[config.mk]
export PLATFORM = sky130hd
export DESIGN_NAME = e2q_phase
export DESIGN_NICKNAME = d
export VERILOG_FILES = /design/src/design/e2q_pkg.sv /design/src/design/e2q_phase.sv
export SDC_FILE = /design/constraint.sdc
export NUM_CORES = 1
export LEC_CHECK = 0
export CAP_MARGIN = 20
export CORE_UTILIZATION = 68
export CTS_CLUSTER_DIAMETER = 150
export CTS_CLUSTER_SIZE = 25
export DETAILED_ROUTE_END_ITERATION = 16
export DONT_BUFFER_PORTS = 1
export GPL_ROUTABILITY_DRIVEN = 1
export PLACE_DENSITY = 0.84
export SLEW_MARGIN = 10
export SYNTH_ARGS = -nofsm -noshare
export SYNTH_HDL_FRONTEND = slang
export SYNTH_SLANG_ARGS = --single-unit
[constraint.sdc]
create_clock -name aclk -period 8.2 [get_ports aclk]
set_clock_uncertainty 0.05 [all_clocks]
set_input_delay 0.82 -clock aclk [delete_from_list [all_inputs] [get_ports aclk]]
set_output_delay 0.82 -clock aclk [all_outputs]
set_load 0.02 [all_outputs]
[src/design/e2q_pkg.sv]
`timescale 1ns / 1ps

package e2q_pkg;

    // Sine table depth (entries per quarter wave); must be a power of two.
    localparam int TRIG_TABLE_DEPTH = 256;
    localparam int DEPTH_W          = $clog2(TRIG_TABLE_DEPTH);
    localparam int ADDR_W           = DEPTH_W + 1;
    localparam int PHASE_W          = DEPTH_W + 2;

    // One full turn of the half angle, in 1/256 degree units (360 degrees).
    localparam int TURN_UNITS = 92160;
    localparam int TURN_W     = $clog2(TURN_UNITS);
    localparam int HALF_TURN  = TURN_UNITS / 2;

    // Rounding p * steps + half turn down to a phase step is done by an exact
    // reciprocal multiply: numerator below 2**NUM_W, shift NUM_W + TURN_W.
    localparam int NUM_W     = TURN_W + PHASE_W;
    localparam int DIV_SHIFT = NUM_W + TURN_W;
    localparam int RECIP_W   = NUM_W + 1;
    localparam int PROD_W    = NUM_W + RECIP_W;
    localparam logic [RECIP_W-1:0] RECIP = RECIP_W'(((64'd1 << DIV_SHIFT)
        + 64'(TURN_UNITS) - 64'd1) / 64'(TURN_UNITS));

    localparam int PAIR_W = 31;
    localparam int TRIP_W = 46;
    localparam int SUM_W  = TRIP_W + 1;

    localparam logic signed [15:0] Q15_MAX = 16'sd32767;
    localparam logic signed [15:0] Q15_MIN = -16'sd32767;

    localparam logic [7:0] MASK_RATE  = 8'hC3;
    localparam logic [7:0] MASK_ANGLE = 8'h47;

    localparam longint unsigned HALF_PI_Q30 = 64'd1686629713;

    typedef logic [14:0] sine_entry_t;
    typedef sine_entry_t sine_rom_t [0:TRIG_TABLE_DEPTH];

    typedef struct packed {
        logic [7:0]  mask;
        logic [15:0] turn_rate;
    } side_t;

    typedef struct packed {
        logic signed [TRIP_W-1:0] w_a;
        logic signed [TRIP_W-1:0] w_b;
        logic signed [TRIP_W-1:0] x_a;
        logic signed [TRIP_W-1:0] x_b;
        logic signed [TRIP_W-1:0] y_a;
        logic signed [TRIP_W-1:0] y_b;
        logic signed [TRIP_W-1:0] z_a;
        logic signed [TRIP_W-1:0] z_b;
    } trip_t;

    typedef struct packed {
        logic [15:0] z;
        logic [15:0] y;
        logic [15:0] x;
        logic [15:0] w;
    } quat_t;

    // Quarter-wave sine table built at elaboration from a Q30 Taylor series.
    function automatic sine_rom_t build_sine_rom();
        sine_rom_t       rom;
        longint unsigned x;
        longint unsigned term;
        longint unsigned sum;
        longint unsigned q15;
        int              k;
        int              n;
        for (k = 0; k <= TRIG_TABLE_DEPTH; k++) begin
            x = (HALF_PI_Q30 * 64'(k) + 64'(TRIG_TABLE_DEPTH / 2))
                / 64'(TRIG_TABLE_DEPTH);
            term = x;
            sum  = x;
            for (n = 1; n <= 8; n++) begin
                term = (term * x) >> 30;
                term = (term * x) >> 30;
                term = term / 64'((2 * n) * (2 * n + 1));
                if (n % 2 == 1) begin
                    sum = (sum >= term) ? sum - term : 64'd0;
                end else begin
                    sum = sum + term;
                end
            end
            q15 = (sum + 64'd16384) >> 15;
            if (q15 > 64'd32767) begin
                q15 = 64'd32767;
            end
            rom[k] = q15[14:0];
        end
        return rom;
    endfunction

    localparam sine_rom_t SINE_ROM = build_sine_rom();

endpackage

[src/design/e2q_phase.sv]
`timescale 1ns / 1ps

// Wraps an angle into one turn and rounds it to the nearest phase step.
module e2q_phase (
    input  logic                          aclk,
    input  logic                          stage_en,
    input  logic [15:0]                   angle,
    output logic [e2q_pkg::PHASE_W-1:0]   phase
);

    logic [e2q_pkg::TURN_W-1:0]  angle_ext;
    logic [e2q_pkg::TURN_W-1:0]  wrapped;
    logic [e2q_pkg::NUM_W-1:0]   numer;
    logic [e2q_pkg::PROD_W-1:0]  prod;
    logic [e2q_pkg::PHASE_W-1:0] phase_reg;
    logic [e2q_pkg::PHASE_W-1:0] phase_next;

    always_comb begin
        angle_ext = {{(e2q_pkg::TURN_W - 16){angle[15]}}, angle};
        // Negative angles get one turn added; the sum wraps back into range.
        wrapped = angle_ext + (angle[15] ? e2q_pkg::TURN_W'(e2q_pkg::TURN_UNITS)
                                         : '0);
        numer = {wrapped, {e2q_pkg::PHASE_W{1'b0}}}
              + e2q_pkg::NUM_W'(e2q_pkg::HALF_TURN);
        prod = e2q_pkg::PROD_W'(numer) * e2q_pkg::PROD_W'(e2q_pkg::RECIP);
        // Dropping the upper quotient bits takes the step modulo one turn.
        phase_next = prod[e2q_pkg::DIV_SHIFT +: e2q_pkg::PHASE_W];
    end

    always_ff @(posedge aclk) begin
        if (stage_en) begin
            phase_reg <= phase_next;
        end
    end

    assign phase = phase_reg;

endmodule

==> results.toml <==
[status]
outcome = "finished clean"

[yosys]
ys.flop_type = "edfxtp_1"
syn_area_mm2 = 0.007307
yosys_warnings = 0
ys_seq_area_share_pct = 4.110
async_flop_share_pct = 0
synth_commonest_cells = "inv_1 (240), ha_1 (213), fa_1 (120)"
synth.most_common_cell = "inv_1"
syn_nets = 1089
ys_top_cells_by_area = "ha_1 (36%), fa_1 (33%), inv_1 (12%)"
ys_types = 41
ys_ff_latch = 10
synth_top_cell_by_area = "ha_1"
synth_area_per_cell_um2 = 9.901
yosysTopAreaCellShare_pct = 36.47
synth_edf_count = 10
syn_inst = 738

[clock_network]
h-tree-depth = 1
cts_resized = 0
cts_sinks = 10
post-cts-setup-buffer-count = 0
cts_tree = "yes"
path_clk_slew_ns = 0.05
clock-root-buffer = "clkbuf_8"
cts_hold_buf = 0
numCtsBuffers = 3
cts.path.max_buffers = 2

[setup_path]
startpoint_type = "primary input"
worstPathMaxFanout = 6
path_class = "primary input to flip-flop"
crit_buf_inv = 6
crit_path_top_delay_cell = "xnor2_1"
cpMostUsedCell = "inv_1"
cp_top_family = "adder cells"
required_ns = 8.15
worstSetupEndpointType = "flip-flop"
arrival_ns = 7.76
max_stage_delay_ns = 0.60

[global_route]
grtUsageMet1_pct = 44.82
grtUsageTotal_pct = 33.29
grt_max_degree = 11
grt_pass1_vias = 5817
grt-busiest-layer = "met2"
grt_pass1_wl_um = 28490
grt_util_met3_pct = 4.947
antenna_found_initial = 0
grt_use_met2_pct = 55.88
grt_overflow = 0

[die]
die_h_um = 105.7
design.core.area_mm2 = 0.01037
row_count = 37
initial_core_util_pct = 70.46
die_x_um = 105.7
io-pin-count = 28
dieArea_mm2 = 0.01116

[cells_and_area]
antenna_cells = 0
finalNetCount = 1101
multiInputGateArea_mm2 = 0.006106
nFillCells = 713
seqCellArea_um2 = 300.3
area_delta_synth_final_pct = 3.664
largest_register_ffs = 10
drive_gt1_share_pct = 2.403

[worst_hold_path]
min_path_cells = 0
min_from = "stage_en"
hold_path.class = "primary input to flip-flop"
worstHoldEndpoint = "phase[1]$_DFFE_PP_"

[flow_run]
cap_viol_max_count = 0

[route]
route.detailed.drc = 0
wire_per_inst_um = 18.93
routed_via_density = 5.754
drtIter0Drc = 343
final_antenna_net_count = 0
num_vias = 5092
drtPass1Iterations = 5
wirelength_um = 16760

[timing]
slew_headroom_pct = 43.81
hold_viol_final = 0
rsz0062_at_grt = "false"
setup_viol = 0
finalSetupTns_ns = 0
final_max_slew_viol_count = 0
post-route-period-util_pct = 95.29
min_period_ns = 7.814
max_freq_ghz = 0.1280
worstMarginPinSlew_ns = 0.8369

[place]
routabilityCongestion = 1.003
hpwl_um = 15320
io_buffers = 0
## how the worst max path moves through the flow
| stage | from | endpoint | slack [ns] | cells after the start |
|---|---|---|---|---|
| 2_1_floorplan | angle[11] | phase[6]$_DFFE_PP_ | 0.65 | 25 |
| 3_3_place_gp | angle[0] | phase[9]$_DFFE_PP_ | 0.37 | 27 |
| 3_5_place_dp | angle[0] | phase[6]$_DFFE_PP_ | 0.29 | 27 |
| 4_1_cts | angle[0] | phase[6]$_DFFE_PP_ | 0.50 | 27 |
| 5_1_grt | angle[0] | phase[6]$_DFFE_PP_ | 0.06 | 27 |
| 6_report | angle[0] | phase[6]$_DFFE_PP_ | 0.39 | 27 |
## final cells by class
cell class	count	area share [%]
timing repair buffer	7	0.6938
multi-input combinational	488	80.61
sequential	10	3.964
clock buffer	3	0.5451
inverter	240	11.89
tap	136	2.246
clock inverter	1	0.04955
## stage by stage
stage	instance area (um2)	setup slack, ns	util (%)	cells	hold slack [ns]
floorplan	7307	0.6454	-	738	0.8825
global placement	7530	0.3725	72.61	881	0.8831
detailed placement	7530	0.2885	72.61	881	0.8830
CTS	7575	0.4981	73.05	885	0.6296
global route	7575	0.05701	73.05	885	0.6232
finish	7575	0.3860	73.05	885	0.6299
## routing by layer
metal / part of all wire (%) / up-vias
met5: 0 / -
met4: 2.7 / 0
met3: 8.1 / 42
met2: 48 / 244
met1: 41 / 2460
li1: - / 2346
## cell usage in the layout (no fill, tap or decap), types with 2 or more instances in the layout
cell,netlist,final
inv_1,240,240
ha_1,213,213
fa_1,120,120
xnor2_1,25,25
a21oi_1,18,18
nor2_1,15,15
nand2_1,13,13
xor2_1,11,11
edfxtp_1,10,10
nand3_1,7,7
buf_4,0,7
nor3_1,6,6
nand4_1,6,6
a21o_1,6,6
a31oi_1,5,5
o21a_1,4,4
o21ai_1,3,3
a211oi_1,3,3
o21ai_0,3,3
clkbuf_8,0,3
nor2b_1,2,2
and4_1,2,2
nand2b_1,2,2
o211a_1,2,2
nor4_1,2,2
or4_4,2,2
o31ai_1,2,2
## kinds of logic after synthesis
logic type / share of synthesized area, %
AO/OA/AOI/OAI: 5.205
adder cells (fa/ha/maj): 69.35
XOR/XNOR: 4.315
AND/OR/NAND/NOR: 4.692
buffers and inverters: 12.33
flip-flops: 4.110
Power is left out: the tool's default activity adds up to more than one toggle a clock period on the data nets, which glitch-free logic cannot reach.
