### config.mk
export PLATFORM = sky130hd
export DESIGN_NAME = e2q_round
export DESIGN_NICKNAME = d
export VERILOG_FILES = /design/src/design/e2q_pkg.sv /design/src/design/e2q_round.sv
export SDC_FILE = /design/constraint.sdc
export NUM_CORES = 1
export LEC_CHECK = 0
export ABC_AREA = 1
export BUFFER_PORTS_ARGS = -buffer_cell sky130_fd_sc_hd__buf_2
export CORE_MARGIN = 4
export CORE_UTILIZATION = 57
export CTS_CLUSTER_DIAMETER = 150
export CTS_CLUSTER_SIZE = 30
export DETAILED_ROUTE_END_ITERATION = 16
export PLACE_DENSITY = 0.9
export SKIP_CTS_REPAIR_TIMING = 1
export SKIP_LAST_GASP = 1
export SLEW_MARGIN = 30
export SYNTH_ARGS = -nofsm -noshare
export SYNTH_HDL_FRONTEND = slang
export SYNTH_SLANG_ARGS = --single-unit
### constraint.sdc
create_clock -name aclk -period 3 [get_ports aclk]
set_input_delay 0.15 -clock aclk [delete_from_list [all_inputs] [get_ports aclk]]
set_output_delay 0.15 -clock aclk [all_outputs]
set_load 0.02 [all_outputs]
### src/design/e2q_pkg.sv
`timescale 1ns / 1ps

package e2q_pkg;

    // Sine table depth (entries per quarter wave); must be a power of two.
    localparam int TRIG_TABLE_DEPTH = 256;
    localparam int DEPTH_W          = $clog2(TRIG_TABLE_DEPTH);
    localparam int ADDR_W           = DEPTH_W + 1;
    localparam int PHASE_W          = DEPTH_W + 2;

    // One full turn of the half angle, in 1/256 degree units (360 degrees).
    localparam int TURN_UNITS = 92160;
    localparam int TURN_W     = $clog2(TURN_UNITS);
    localparam int HALF_TURN  = TURN_UNITS / 2;

    // Rounding p * steps + half turn down to a phase step is done by an exact
    // reciprocal multiply: numerator below 2**NUM_W, shift NUM_W + TURN_W.
    localparam int NUM_W     = TURN_W + PHASE_W;
    localparam int DIV_SHIFT = NUM_W + TURN_W;
    localparam int RECIP_W   = NUM_W + 1;
    localparam int PROD_W    = NUM_W + RECIP_W;
    localparam logic [RECIP_W-1:0] RECIP = RECIP_W'(((64'd1 << DIV_SHIFT)
        + 64'(TURN_UNITS) - 64'd1) / 64'(TURN_UNITS));

    localparam int PAIR_W = 31;
    localparam int TRIP_W = 46;
    localparam int SUM_W  = TRIP_W + 1;

    localparam logic signed [15:0] Q15_MAX = 16'sd32767;
    localparam logic signed [15:0] Q15_MIN = -16'sd32767;

    localparam logic [7:0] MASK_RATE  = 8'hC3;
    localparam logic [7:0] MASK_ANGLE = 8'h47;

    localparam longint unsigned HALF_PI_Q30 = 64'd1686629713;

    typedef logic [14:0] sine_entry_t;
    typedef sine_entry_t sine_rom_t [0:TRIG_TABLE_DEPTH];

    typedef struct packed {
        logic [7:0]  mask;
        logic [15:0] turn_rate;
    } side_t;

    typedef struct packed {
        logic signed [TRIP_W-1:0] w_a;
        logic signed [TRIP_W-1:0] w_b;
        logic signed [TRIP_W-1:0] x_a;
        logic signed [TRIP_W-1:0] x_b;
        logic signed [TRIP_W-1:0] y_a;
        logic signed [TRIP_W-1:0] y_b;
        logic signed [TRIP_W-1:0] z_a;
        logic signed [TRIP_W-1:0] z_b;
    } trip_t;

    typedef struct packed {
        logic [15:0] z;
        logic [15:0] y;
        logic [15:0] x;
        logic [15:0] w;
    } quat_t;

    // Quarter-wave sine table built at elaboration from a Q30 Taylor series.
    function automatic sine_rom_t build_sine_rom();
        sine_rom_t       rom;
        longint unsigned x;
        longint unsigned term;
        longint unsigned sum;
        longint unsigned q15;
        int              k;
        int              n;
        for (k = 0; k <= TRIG_TABLE_DEPTH; k++) begin
            x = (HALF_PI_Q30 * 64'(k) + 64'(TRIG_TABLE_DEPTH / 2))
                / 64'(TRIG_TABLE_DEPTH);
            term = x;
            sum  = x;
            for (n = 1; n <= 8; n++) begin
                term = (term * x) >> 30;
                term = (term * x) >> 30;
                term = term / 64'((2 * n) * (2 * n + 1));
                if (n % 2 == 1) begin
                    sum = (sum >= term) ? sum - term : 64'd0;
                end else begin
                    sum = sum + term;
                end
            end
            q15 = (sum + 64'd16384) >> 15;
            if (q15 > 64'd32767) begin
                q15 = 64'd32767;
            end
            rom[k] = q15[14:0];
        end
        return rom;
    endfunction

    localparam sine_rom_t SINE_ROM = build_sine_rom();

endpackage

### src/design/e2q_round.sv
`timescale 1ns / 1ps

// Two-term sums rounded from Q45 to Q15 and clamped to the symmetric range.
module e2q_round (
    input  logic            aclk,
    input  logic            stage_en,
    input  e2q_pkg::trip_t  trip,
    output e2q_pkg::quat_t  quat
);

    e2q_pkg::quat_t quat_reg;
    e2q_pkg::quat_t quat_next;

    function automatic logic [15:0] to_q15(input logic signed [e2q_pkg::SUM_W-1:0] s);
        logic signed [e2q_pkg::SUM_W-1:0] t;
        logic signed [e2q_pkg::SUM_W-1:0] v;
        logic [15:0]                      r;
        t = s + (e2q_pkg::SUM_W'(1) <<< 29);
        v = t >>> 30;
        if (v > e2q_pkg::SUM_W'(e2q_pkg::Q15_MAX)) begin
            r = e2q_pkg::Q15_MAX;
        end else if (v < e2q_pkg::SUM_W'(e2q_pkg::Q15_MIN)) begin
            r = e2q_pkg::Q15_MIN;
        end else begin
            r = v[15:0];
        end
        return r;
    endfunction

    always_comb begin
        quat_next.w = to_q15(e2q_pkg::SUM_W'(trip.w_a) + e2q_pkg::SUM_W'(trip.w_b));
        quat_next.x = to_q15(e2q_pkg::SUM_W'(trip.x_a) - e2q_pkg::SUM_W'(trip.x_b));
        quat_next.y = to_q15(e2q_pkg::SUM_W'(trip.y_a) + e2q_pkg::SUM_W'(trip.y_b));
        quat_next.z = to_q15(e2q_pkg::SUM_W'(trip.z_a) - e2q_pkg::SUM_W'(trip.z_b));
    end

    always_ff @(posedge aclk) begin
        if (stage_en) begin
            quat_reg <= quat_next;
        end
    end

    assign quat = quat_reg;

endmodule

==> results of run 1 <==
-- how the worst min path moves through the flow --
stage                                       from                endpoint  slack, ps  depth (start not counted)
after floorplan                         stage_en   quat[0]$_SDFFCE_PP1P_        260                          0
after global placement    quat[45]$_SDFFCE_PN1P_                quat[45]        590                          1
after detailed placement   quat[2]$_SDFFCE_PN1P_                 quat[2]        590                          1
after CTS                              trip[229]  quat[31]$_SDFFCE_PN0P_        320                          4
after global routing                   trip[229]  quat[31]$_SDFFCE_PN0P_        370                          4
final                                  trip[229]  quat[31]$_SDFFCE_PN0P_        340                          4
-- kinds of logic (layout without fill, tap and decap cells) --
| logic type | Yosys count | count (layout) | share of synthesized area |
|---|---|---|---|
| AO/OA/AOI/OAI | 221 | 221 | 0.0644 |
| XOR/XNOR | 7 | 7 | 0.00405 |
| adder cells (fa/ha/maj) | 356 | 356 | 0.236 |
| buffers and inverters | 740 | 1334 | 0.150 |
| flip-flops | 64 | 64 | 0.102 |
| other | 0 | 1 | 0 |
| AND/OR/NAND/NOR | 2075 | 2075 | 0.444 |
-- cell usage after synthesis, types with 2 or more instances --
master    count  area share
nor4_1        2     0.00066
ha_1        356        0.24
nor2_1      352       0.070
inv_1       720        0.14
nor3_1       27      0.0072
nand2_2      12      0.0040
inv_2        10      0.0020
nor2_2       28      0.0093
edfxtp_1     64        0.10
nand2_1    1439        0.29
a21o_1        7      0.0028
o21bai_1     20      0.0080
o21ai_0      34      0.0090
o21a_1        2     0.00080
clkinv_1      2     0.00040
a21oi_1     148       0.039
nand4_1      39       0.013
and2_1        8      0.0027
buf_6         6      0.0036
nand2b_4      2      0.0015
nor3_2        8      0.0042
xor2_1        4      0.0019
nand3_1     136       0.036
nand3b_1     20      0.0080
-- area by class of cell --
type                            instances  area (µm²)
Sequential cell                        64        1920
Fill cell                            3053        9590
Antenna cell                            1        2.50
Tap cell                              442         553
Clock buffer                            9         225
Multi-Input combinational cell       2659       14200
Clock inverter                          6        85.1
Timing Repair Buffer                  587        3330
Inverter                              732        2750
-- per-layer routing --
metal	global-route usage	share of wire	vias up
met1	0.423	0.42	9812
met2	0.585	0.46	919
met3	0.0543	0.077	182
li1	-	-	11800
met4	0.146	0.047	0
met5	0	0	-
-- placed cells by master, fill, tap and decap left out, types with 3 or more instances in the layout --
master     netlist  routed
clkbuf_16        0       9
nand2_2         12       9
nor3_2           8       8
nor3_1          27      27
a21oi_1        148     145
nand4_1         39      39
a21o_1           7       7
a21oi_2          0       3
and2_1           8       8
buf_4            1     155
edfxtp_1        64      64
inv_1          720     720
o21ai_0         34      34
nand2_4          0       4
clkinv_1         2       3
xor2_1           4       4
inv_2           10      10
o21bai_1        20      20
nand3b_1        20      20
buf_2            1     432
nor2_1         352     342
ha_1           356     356
nand3_1        136     136
nor2_2          28      38
nand2_1       1439    1438
-- metrics by stage --
step | TNS [ps] | power, mW | util | hold slack, ps | cells
finish | 0 | 7.77 | 0.706 | 344 | 4500
global route | -4.98 | 8.45 | 0.706 | 373 | 4500
CTS | 0 | 7.68 | 0.704 | 322 | 4499
detailed placement | -3740 | 6.52 | 0.695 | 594 | 4484
global placement | -2540 | 6.44 | 0.695 | 592 | 4484
floorplan | 0 | 4.62 | - | 262 | 3463
-- critical path, cell delays in order --
cell,delay (ps)
buf_2,100
ha_1,280
ha_1,320
buf_4,140
nand2_1,50
nand2_1,70
nand2_1,60
nand2_1,100
a21oi_2,180
buf_4,150
nor2_1,40
nor2_1,140
nand2_1,60
nand2_1,50
nand2_1,160
nor2_2,190
nand3_1,100
nor2_1,110
a21oi_1,110
nand2_4,180
nand2_1,110
-- power by group through the flow --
stage                     logic, mW  registers, mW  clock network, mW
after floorplan                2.98           1.64                  0
after global placement         5.04           1.40                  0
after detailed placement       5.12           1.40                  0
after CTS                      5.15           1.39               1.14
after global routing           5.87           1.40               1.18
final                          5.25           1.39               1.12
==> key figures, run 1 <==
Timing
  – Final min period: 2760 ps
  – Final period util: 0.919
  – Max Freq: 0.363 GHz
  – Worst-margin pin slew: 852 ps
  – Final slew viol count: 0
  – Final Worst Setup Slack: 242 ps
  – Final setup fails: 0
  – Fin. Hold Viols: 0
  – Relative slew slack: 0.432

Power
  – Power share of the combinational group: 0.676
  – Sw Pwr: 3.83 mW
  – Clock power share: 0.145
  – Sw Ratio: 0.493
  – Leak Pwr: 14.8 nW
  – Internal power: 3.94 mW
  – Peak supply drop: 295 µV
  – Flop pwr share: 0.179
  – Pwr Density: 337 mW/mm²

Global routing
  – First-pass GRT wire length: 101 mm
  – Vias in the first global route: 21500
  – Global route total overflow: 0
  – Antenna violations before repair: 1
  – Tot GR Track Use: 0.341
  – Largest net degree at the start of global routing: 65

Synth
  – Distinct cells, synth: 41
  – EDFF count, synth: 64
  – Cells after Synth: 3463
  – Syn avg cell area: 5.45 µm²
  – Post-Syn Nets: 4189
  – Post-Syn Area: 0.0189 mm²
  – Most used flip-flop cell after synthesis: edfxtp_1
  – Async SR Flop Fraction: 0
  – Synthesized flop and latch total: 64
  – Yosys warning count: 0
  – Register area share after synthesis: 0.102

Critical path
  – Critical Path AT: 2840 ps
  – Worst EP required: 3080 ps
  – Worst Setup End Kind: flip-flop
  – CP startpoint kind: input pin
  – CP Max Fanout: 15
  – Crit path from: trip[299]
  – Setup crit end: quat[14]$_SDFFCE_PN1P_
  – Crit Path Class: input pin to flip-flop

Placed design
  – Gpl congestion: 1.07
  – Pre-CTS WS: -176 ps
  – Post-DP HPWL: 57.4 mm
  – Port bufs: 433
  – Cell Area, Placed: 0.0227 mm²

Floorplan
  – Ports: 434
  – Die Area: 0.0361 mm²
  – Die Width: 190 µm
  – Effective utilization at floorplan: 0.578
  – Core area: 0.0326 mm²
  – Row count: 66
  – Die Ht: 190 µm

Clock tree
  – CTS buffer count: 9
  – H-Tree Depth: 3
  – Root buf cell: clkbuf_16
  – Clock tree buffer depth: 2
  – CTS tree: built
  – Sinks on Clock Net: 64
  – CTS clk-pin slew, worst paths: 60 ps

Route
  – Antenna Nets Post-Route: 0
  – Pre-antenna DRT Iters: 6
  – Initial DRC Count: 1729
  – DR WL/cell: 14.2 µm
  – Vias per cell: 5.05
  – DR vias: 22700
  – Total Wirelength: 63.9 mm
  – Residual DRC count: 0

Finish
  – Nets: 4779
  – Share of cells above drive strength 1: 0.168
  – Post-route cell area: 0.0230 mm²
  – Layout area overhead: 22.1%
  – Largest register FFs: 64

Flow run
  – Max-cap violations: 0

Hold path
  – HP Class: input pin to flip-flop

Status
  – Outcome: finished clean
Power figures use the tool's default switching activity.
==> run 2, diff against run 1 <==
==> constraint.sdc (replaced) <==
create_clock -name aclk -period 3 [get_ports aclk]
set_input_delay 0.3 -clock aclk [delete_from_list [all_inputs] [get_ports aclk]]
set_output_delay 0.3 -clock aclk [all_outputs]
set_load 0.02 [all_outputs]
==> run 2 against run 1 <==
  * Final area up 5.5%
  * Die area unchanged
  * Maximum frequency decreased by 6.5%
  * Setup slack worse by 190 ps
  * First-iteration DRC count increased by 3.5%
  * Core utilization up 3.9 points
  * Cell count rose by 2.8%
  * Global-route usage up 0.73 points
  * Critical path type unchanged
  * Wire length rose by 3.8%
  * Via count grew 3.9%
  * Sequential share of layout area decreased by 0.44 points
  * Highest routed layer unchanged
  * Largest power group unchanged
==> key figures, run 2 (synthesis gave the netlist of run 1 again) <==
Finish
  – Antenna cells: 0
  – Final core occ: 0.745
  – Nets: 4904
  – Fillers: 2821
  – Largest register FFs: 64
  – Commonest non-fill, non-tap cell in the layout: nand2_1
  – Layout area overhead: 28.9%
  – Share of cells above drive strength 1: 0.210
  – Commonest non-fill, non-tap cells in the layout: nand2_1 (1430), inv_1 (720), buf_2 (432)

Timing
  – Final period util: 0.983
  – Final setup fails: 0
  – Unrepaired setup endpoints after global routing: true
  – Fin. Hold Viols: 0
  – Worst-margin pin slew: 847 ps
  – Final min period: 2950 ps
  – Relative slew slack: 0.436
  – Max Freq: 0.339 GHz
  – Hold WS: 519 ps
  – Setup TNS: 0 ps
  – Final slew viol count: 0

Clock tree
  – CTS tree: built
  – CTS buffer count: 9
  – Clock tree buffer depth: 2
  – H-Tree Depth: 3
  – Sinks on Clock Net: 64
  – CTS clk-pin slew, worst paths: 60 ps
  – Root buf cell: clkbuf_16

Placed design
  – Post-DP HPWL: 58.1 mm
  – Port bufs: 433
  – Gpl congestion: 1.07

Floorplan
  – Die Ht: 190 µm
  – Effective utilization at floorplan: 0.578
  – Die Width: 190 µm
  – Row count: 66
  – Die Area: 0.0361 mm²
  – Core area: 0.0326 mm²
  – Ports: 434

Critical path
  – CP Max Fanout: 14
  – Crit Path Class: input pin to flip-flop
  – Worst Setup End Kind: flip-flop
  – Critical Path AT: 3030 ps
  – CP startpoint kind: input pin
  – Worst EP required: 3080 ps

Power
  – Power Total: 8.27 mW
  – Sw Pwr: 3.99 mW
  – Clock power share: 0.137
  – Internal power: 4.28 mW
  – Power share of the combinational group: 0.693
  – Flop pwr share: 0.170
  – Sw Ratio: 0.482
  – Peak supply drop: 312 µV
  – Pwr Density: 340 mW/mm²
  – Leak Pwr: 15.4 nW

Status
  – Outcome: finished clean

Route
  – Vias per cell: 5.11
  – Initial DRC Count: 1790
  – Residual DRC count: 0
  – DR WL/cell: 14.3 µm
  – Total Wirelength: 66.3 mm
  – Pre-antenna DRT Iters: 8
  – Antenna Nets Post-Route: 0
  – DR vias: 23600

Global routing
  – Antenna violations before repair: 0
  – Largest net degree at the start of global routing: 65
  – Global route total overflow: 0
  – First-pass GRT wire length: 104 mm
  – Tot GR Track Use: 0.348
  – Vias in the first global route: 22500

Hold path
  – HP Class: input pin to flip-flop

Flow run
  – Max-cap violations: 0
-- run 2: changes by cell type in the layout (fill, tap and decap cells not counted), moves of 2 or more --
| cell | previous run | this run |
|---|---|---|
| ha_4 | 0 | 10 |
| nor2_1 | 342 | 311 |
| nor3_1 | 27 | 25 |
| a21oi_1 | 145 | 134 |
| ha_1 | 356 | 340 |
| nor2_2 | 38 | 66 |
| nand2_2 | 9 | 19 |
| ha_2 | 0 | 6 |
| nor2_4 | 0 | 3 |
| buf_4 | 155 | 278 |
| nand2_1 | 1438 | 1430 |
| a21oi_2 | 3 | 14 |
-- run 2: worst paths after layout --
check,startpoint,to,cells past startpoint
max,trip[311],quat[11]$_SDFFCE_PN1P_,20
min,trip[229],quat[31]$_SDFFCE_PN0P_,4
-- run 2: worst max-delay path: stages --
cell,delay (ps)
buf_2,110
ha_1,320
ha_2,400
nand2_1,130
nor2_2,190
nand2_1,140
nor2_2,150
nand2_1,80
nor2_1,90
nand2_1,80
nand4_1,100
nand2_1,140
nor2_1,140
nand2_1,60
nor2_1,90
nand3_1,90
nand2_1,110
nand2_4,120
nand2_1,110
nand2_1,70
-- run 2: power by group through the flow --
stage	clock network (mW)	logic [mW]	registers, mW
2_1_floorplan	0	2.98	1.64
3_3_place_gp	0	5.32	1.41
3_5_place_dp	0	5.44	1.42
4_1_cts	1.14	5.48	1.41
5_1_grt	1.18	6.35	1.42
6_report	1.13	5.73	1.41
-- run 2: layout make-up --
cell class | instances | area, µm² | area share
multi-input cells | 2660 | 14500 | 0.596
repair buffers | 711 | 4270 | 0.176
inverters | 732 | 2750 | 0.113
flip-flops and latches | 64 | 1920 | 0.0791
well taps | 442 | 553 | 0.0228
clock buffers | 10 | 229 | 0.00942
clock inverters | 6 | 92.6 | 0.00381
-- run 2: layer usage --
| metal | part of all wire | up-vias | GRT usage |
|---|---|---|---|
| met5 | 0 | - | 0 |
| met4 | 0.048 | 0 | 0.142 |
| met3 | 0.076 | 214 | 0.0354 |
| met2 | 0.47 | 1074 | 0.619 |
| met1 | 0.40 | 10200 | 0.430 |
| li1 | - | 12100 | - |
-- run 2: per-stage QoR --
stage / instance area, µm² / setup slack (ps) / instances
floorplan: 18900 / 367 / 3463
global placement: 23600 / -137 / 4606
detailed placement: 23600 / -251 / 4606
CTS: 23900 / 89.0 / 4622
global route: 24300 / -60.4 / 4625
finish: 24300 / 50.4 / 4625
==> run 3, diff against run 2 <==
--- a/config.mk
+++ b/config.mk
@@ -8,11 +8,11 @@
 export ABC_AREA = 1
 export BUFFER_PORTS_ARGS = -buffer_cell sky130_fd_sc_hd__buf_2
 export CORE_MARGIN = 4
-export CORE_UTILIZATION = 57
+export CORE_UTILIZATION = 52
 export CTS_CLUSTER_DIAMETER = 150
 export CTS_CLUSTER_SIZE = 30
 export DETAILED_ROUTE_END_ITERATION = 16
-export PLACE_DENSITY = 0.9
+export PLACE_DENSITY = 0.86
 export SKIP_CTS_REPAIR_TIMING = 1
 export SKIP_LAST_GASP = 1
 export SLEW_MARGIN = 30
==> constraint.sdc (replaced) <==
create_clock -name aclk -period 2.6 [get_ports aclk]
set_input_delay 0.26 -clock aclk [delete_from_list [all_inputs] [get_ports aclk]]
set_output_delay 0.26 -clock aclk [all_outputs]
set_load 0.02 [all_outputs]
==> run 3 against run 2 <==
  * The flow now stops in global routing (5_1_grt)
  * Synthesized cell count unchanged
  * Area after synthesis unchanged
==> key figures, run 3 <==
Synth
  – Yosys warning count: 0
  – EDFF count, synth: 64
  – Cells after Synth: 3463
  – Yosys top cell area share: 0.286
  – Post-Syn Area: 0.0189 mm²
  – Post-synth top cells: nand2_1 (1439), inv_1 (720), ha_1 (356)
  – Top cell type by total area after synthesis: nand2_1
  – Top-count cell post-synth: nand2_1
  – Synth area leaders: nand2_1 (29%), ha_1 (24%), inv_1 (14%)
  – Syn avg cell area: 5.45 µm²
  – Synthesized flop and latch total: 64
  – Register area share after synthesis: 0.102
  – Distinct cells, synth: 41
  – Async SR Flop Fraction: 0
  – Most used flip-flop cell after synthesis: edfxtp_1
  – Post-Syn Nets: 4189

Status
  – Err: [ERROR GRT-0232] Routing congestion too high. Check the congestion heatmap in the GUI.
  – Outcome: did not finish
  – Fail Step: global routing (5_1_grt)

Clock tree
  – CTS buffer count: 9
  – H-Tree Depth: 3
  – Clock tree buffer depth: 2
  – Root buf cell: clkbuf_16
  – Sinks on Clock Net: 64

Placed design
  – Cell count after placement: 4705
  – Gpl congestion: 1.04
  – Post-DP HPWL: 57.3 mm
  – Port bufs: 433

Floorplan
  – Die Width: 198 µm
  – Effective utilization at floorplan: 0.529
  – Row count: 69
  – Ports: 434
  – Die Ht: 198 µm

Global routing
  – Global route total overflow: 513
  – Tot GR Track Use: 0.781
  – Largest net degree at the start of global routing: 65

Timing
  – Worst-path end type: sequential cell input
  – GR repair worst EP: quat[54]$_SDFFCE_PN1P_/D
[run 3: cell counts after synthesis]
Identical to the previous run, type by type.
[run 3: per-stage QoR]
step                worst slack [ps]  utilization  hold WS (ps)  area [µm²]
floorplan                       7.13            -           372       18900
global placement                -572        0.679           702       24200
detailed placement              -625        0.679           708       24200
CTS                             -297        0.687           458       24500
[run 3: cells by family after synthesis]
group	after synthesis	synth area share
adders and majority gates	356	0.236
buffers and inverters	740	0.150
DFF	64	0.102
and+or+nand+nor	2075	0.444
xor gates and xnor gates	7	0.00405
AOI/OAI and AO/OA	221	0.0644
[run 3: routing by layer]
layer,track usage,overflow
met2,0.952,309
met5,0.285,2
met4,0.784,182
met1,0.745,7
met3,0.676,13
==> run 4, diff against run 3 <==
--- a/config.mk
+++ b/config.mk
@@ -8,11 +8,9 @@
 export ABC_AREA = 1
 export BUFFER_PORTS_ARGS = -buffer_cell sky130_fd_sc_hd__buf_2
 export CORE_MARGIN = 4
-export CORE_UTILIZATION = 52
-export CTS_CLUSTER_DIAMETER = 150
-export CTS_CLUSTER_SIZE = 30
+export CORE_UTILIZATION = 40
 export DETAILED_ROUTE_END_ITERATION = 16
-export PLACE_DENSITY = 0.86
+export PLACE_DENSITY_LB_ADDON = 0.15
 export SKIP_CTS_REPAIR_TIMING = 1
 export SKIP_LAST_GASP = 1
 export SLEW_MARGIN = 30
==> constraint.sdc (replaced) <==
create_clock -name aclk -period 3.38 [get_ports aclk]
set_input_delay 0.338 -clock aclk [delete_from_list [all_inputs] [get_ports aclk]]
set_output_delay 0.338 -clock aclk [all_outputs]
set_load 0.02 [all_outputs]
==> run 4 against run 3 <==
  * The flow now finishes without violations
==> key figures, run 4 (synthesis gave the netlist of run 1 again) <==
Finish
  – Post-route cell area: 0.0225 mm²
  – Fillers: 5348
  – Nets: 4698
  – Multi-input gate area: 0.0141 mm²
  – Layout area overhead: 19.5%
  – Area occupied by registers: 0.00192 mm²
  – Commonest non-fill, non-tap cells in the layout: nand2_1 (1439), inv_1 (720), buf_2 (432)
  – Final core occ: 0.484
  – Largest register FFs: 64
  – Share of cells above drive strength 1: 0.147
  – Commonest non-fill, non-tap cell in the layout: nand2_1

Floorplan
  – Die Ht: 225 µm
  – Effective utilization at floorplan: 0.405
  – Core area: 0.0466 mm²
  – Row count: 79
  – Die Area: 0.0507 mm²
  – Die Width: 225 µm
  – Ports: 434

Route
  – Pre-antenna DRT Iters: 5
  – Initial DRC Count: 1149
  – Residual DRC count: 0
  – Total Wirelength: 64.1 mm
  – Vias per cell: 4.73
  – DR vias: 21700
  – Antenna Nets Post-Route: 0
  – DR WL/cell: 14.0 µm

Power
  – Leak Pwr: 14.4 nW
  – Internal power: 3.25 mW
  – Sw Ratio: 0.503
  – Pwr Density: 291 mW/mm²
  – Peak supply drop: 288 µV
  – Power Total: 6.55 mW
  – Power share of the combinational group: 0.672
  – Flop pwr share: 0.190
  – Sw Pwr: 3.29 mW
  – Clock power share: 0.137

Critical path
  – Worst Setup End Kind: flip-flop
  – Buf+Inv Stages, Crit Path: 2
  – Crit path max-delay family: simple AND/OR/NAND/NOR gates
  – CP Max Fanout: 15
  – Critical Path AT: 3100 ps
  – CP startpoint kind: input pin
  – Instance count on the critical path: 18
  – Most used cell, CP: nand2_1
  – Worst EP required: 3440 ps
  – Crit path cell chain: buf_2 > ha_1 > ha_1 > nand2_1 > inv_1 > nand3_1 > nor2_1 > nand2_1 > nor3_1 > nand2_1 > nand3_1 > nand2_1 > nand2_1 > nand3_1 > nor2_1 > a21oi_1 > nand2_2 > nand3_1
  – Max incr delay on CP: 390 ps
  – Crit Path Class: input pin to flip-flop
  – Crit path max-delay cell type: ha_1

Placed design
  – Port bufs: 433
  – Gpl congestion: 0.968
  – Cell Area, Placed: 0.0223 mm²
  – Post-DP HPWL: 58.2 mm

Global routing
  – Global route total overflow: 0
  – First-pass GRT wire length: 100 mm
  – Tot GR Track Use: 0.242
  – Largest net degree at the start of global routing: 65
  – Vias in the first global route: 20100
  – Antenna violations before repair: 6

Timing
  – Final setup fails: 0
  – Worst-margin pin slew: 870 ps
  – Fin. Hold Viols: 0
  – Max Freq: 0.329 GHz
  – Hold WS: 517 ps
  – Relative slew slack: 0.420
  – Unrepaired setup endpoints after global routing: false
  – Final slew viol count: 0
  – Final period util: 0.899
  – Final min period: 3040 ps

Clock tree
  – Clock tree buffer depth: 2
  – CTS buffer count: 9
  – CTS clk-pin slew, worst paths: 60 ps
  – H-Tree Depth: 3
  – Sinks on Clock Net: 64
  – Root buf cell: clkbuf_16
  – CTS tree: built

Hold path
  – HP Class: input pin to flip-flop
  – Hold Crit Depth: 4

Status
  – Outcome: finished clean

Flow run
  – Max-cap violations: 0
## run 4: cell type report
| type | count | share of cell area |
|---|---|---|
| multi-input cells | 2659 | 0.626 |
| inverters | 732 | 0.122 |
| repair buffers | 506 | 0.121 |
| flip-flops and latches | 64 | 0.0853 |
| well taps | 607 | 0.0337 |
| clock buffers | 9 | 0.00999 |
| clock inverters | 5 | 0.00222 |
| diodes | 1 | 0.000111 |
## run 4: power groups by stage
| stage | Sequential, mW | Clock [mW] | Combinational [mW] |
|---|---|---|---|
| final | 1.25 | 0.900 | 4.40 |
| after global routing | 1.26 | 0.951 | 4.99 |
| after CTS | 1.25 | 0.921 | 4.40 |
| after detailed placement | 1.26 | 0 | 4.38 |
| after global placement | 1.26 | 0 | 4.38 |
| after floorplan | 1.45 | 0 | 2.65 |
## run 4: worst paths after layout
path,from,end,slack [ps]
worst min-delay path,trip[229],quat[31]$_SDFFCE_PN0P_,520
worst max-delay path,trip[317],quat[0]$_SDFFCE_PP1P_,340
## run 4: through the flow
| step | TNS (ps) | setup WS [ps] | std cells |
|---|---|---|---|
| global placement | -2.87 | -2.87 | 4568 |
| floorplan | 0 | 709 | 3463 |
| global route | 0 | 52.1 | 4583 |
| detailed placement | 0 | 27.4 | 4568 |
| finish | 0 | 341 | 4583 |
| CTS | 0 | 375 | 4582 |
## run 4: routing by layer
layer / track usage / wire length [µm] / vias up / part of all wire
li1: - / - / 11700 / -
met1: 0.324 / 29600 / 9386 / 0.46
met2: 0.412 / 28900 / 532 / 0.45
met3: 0.0378 / 4140 / 83 / 0.065
met4: 0.0540 / 1470 / 8 / 0.023
met5: 0 / 41 / - / 0.00064
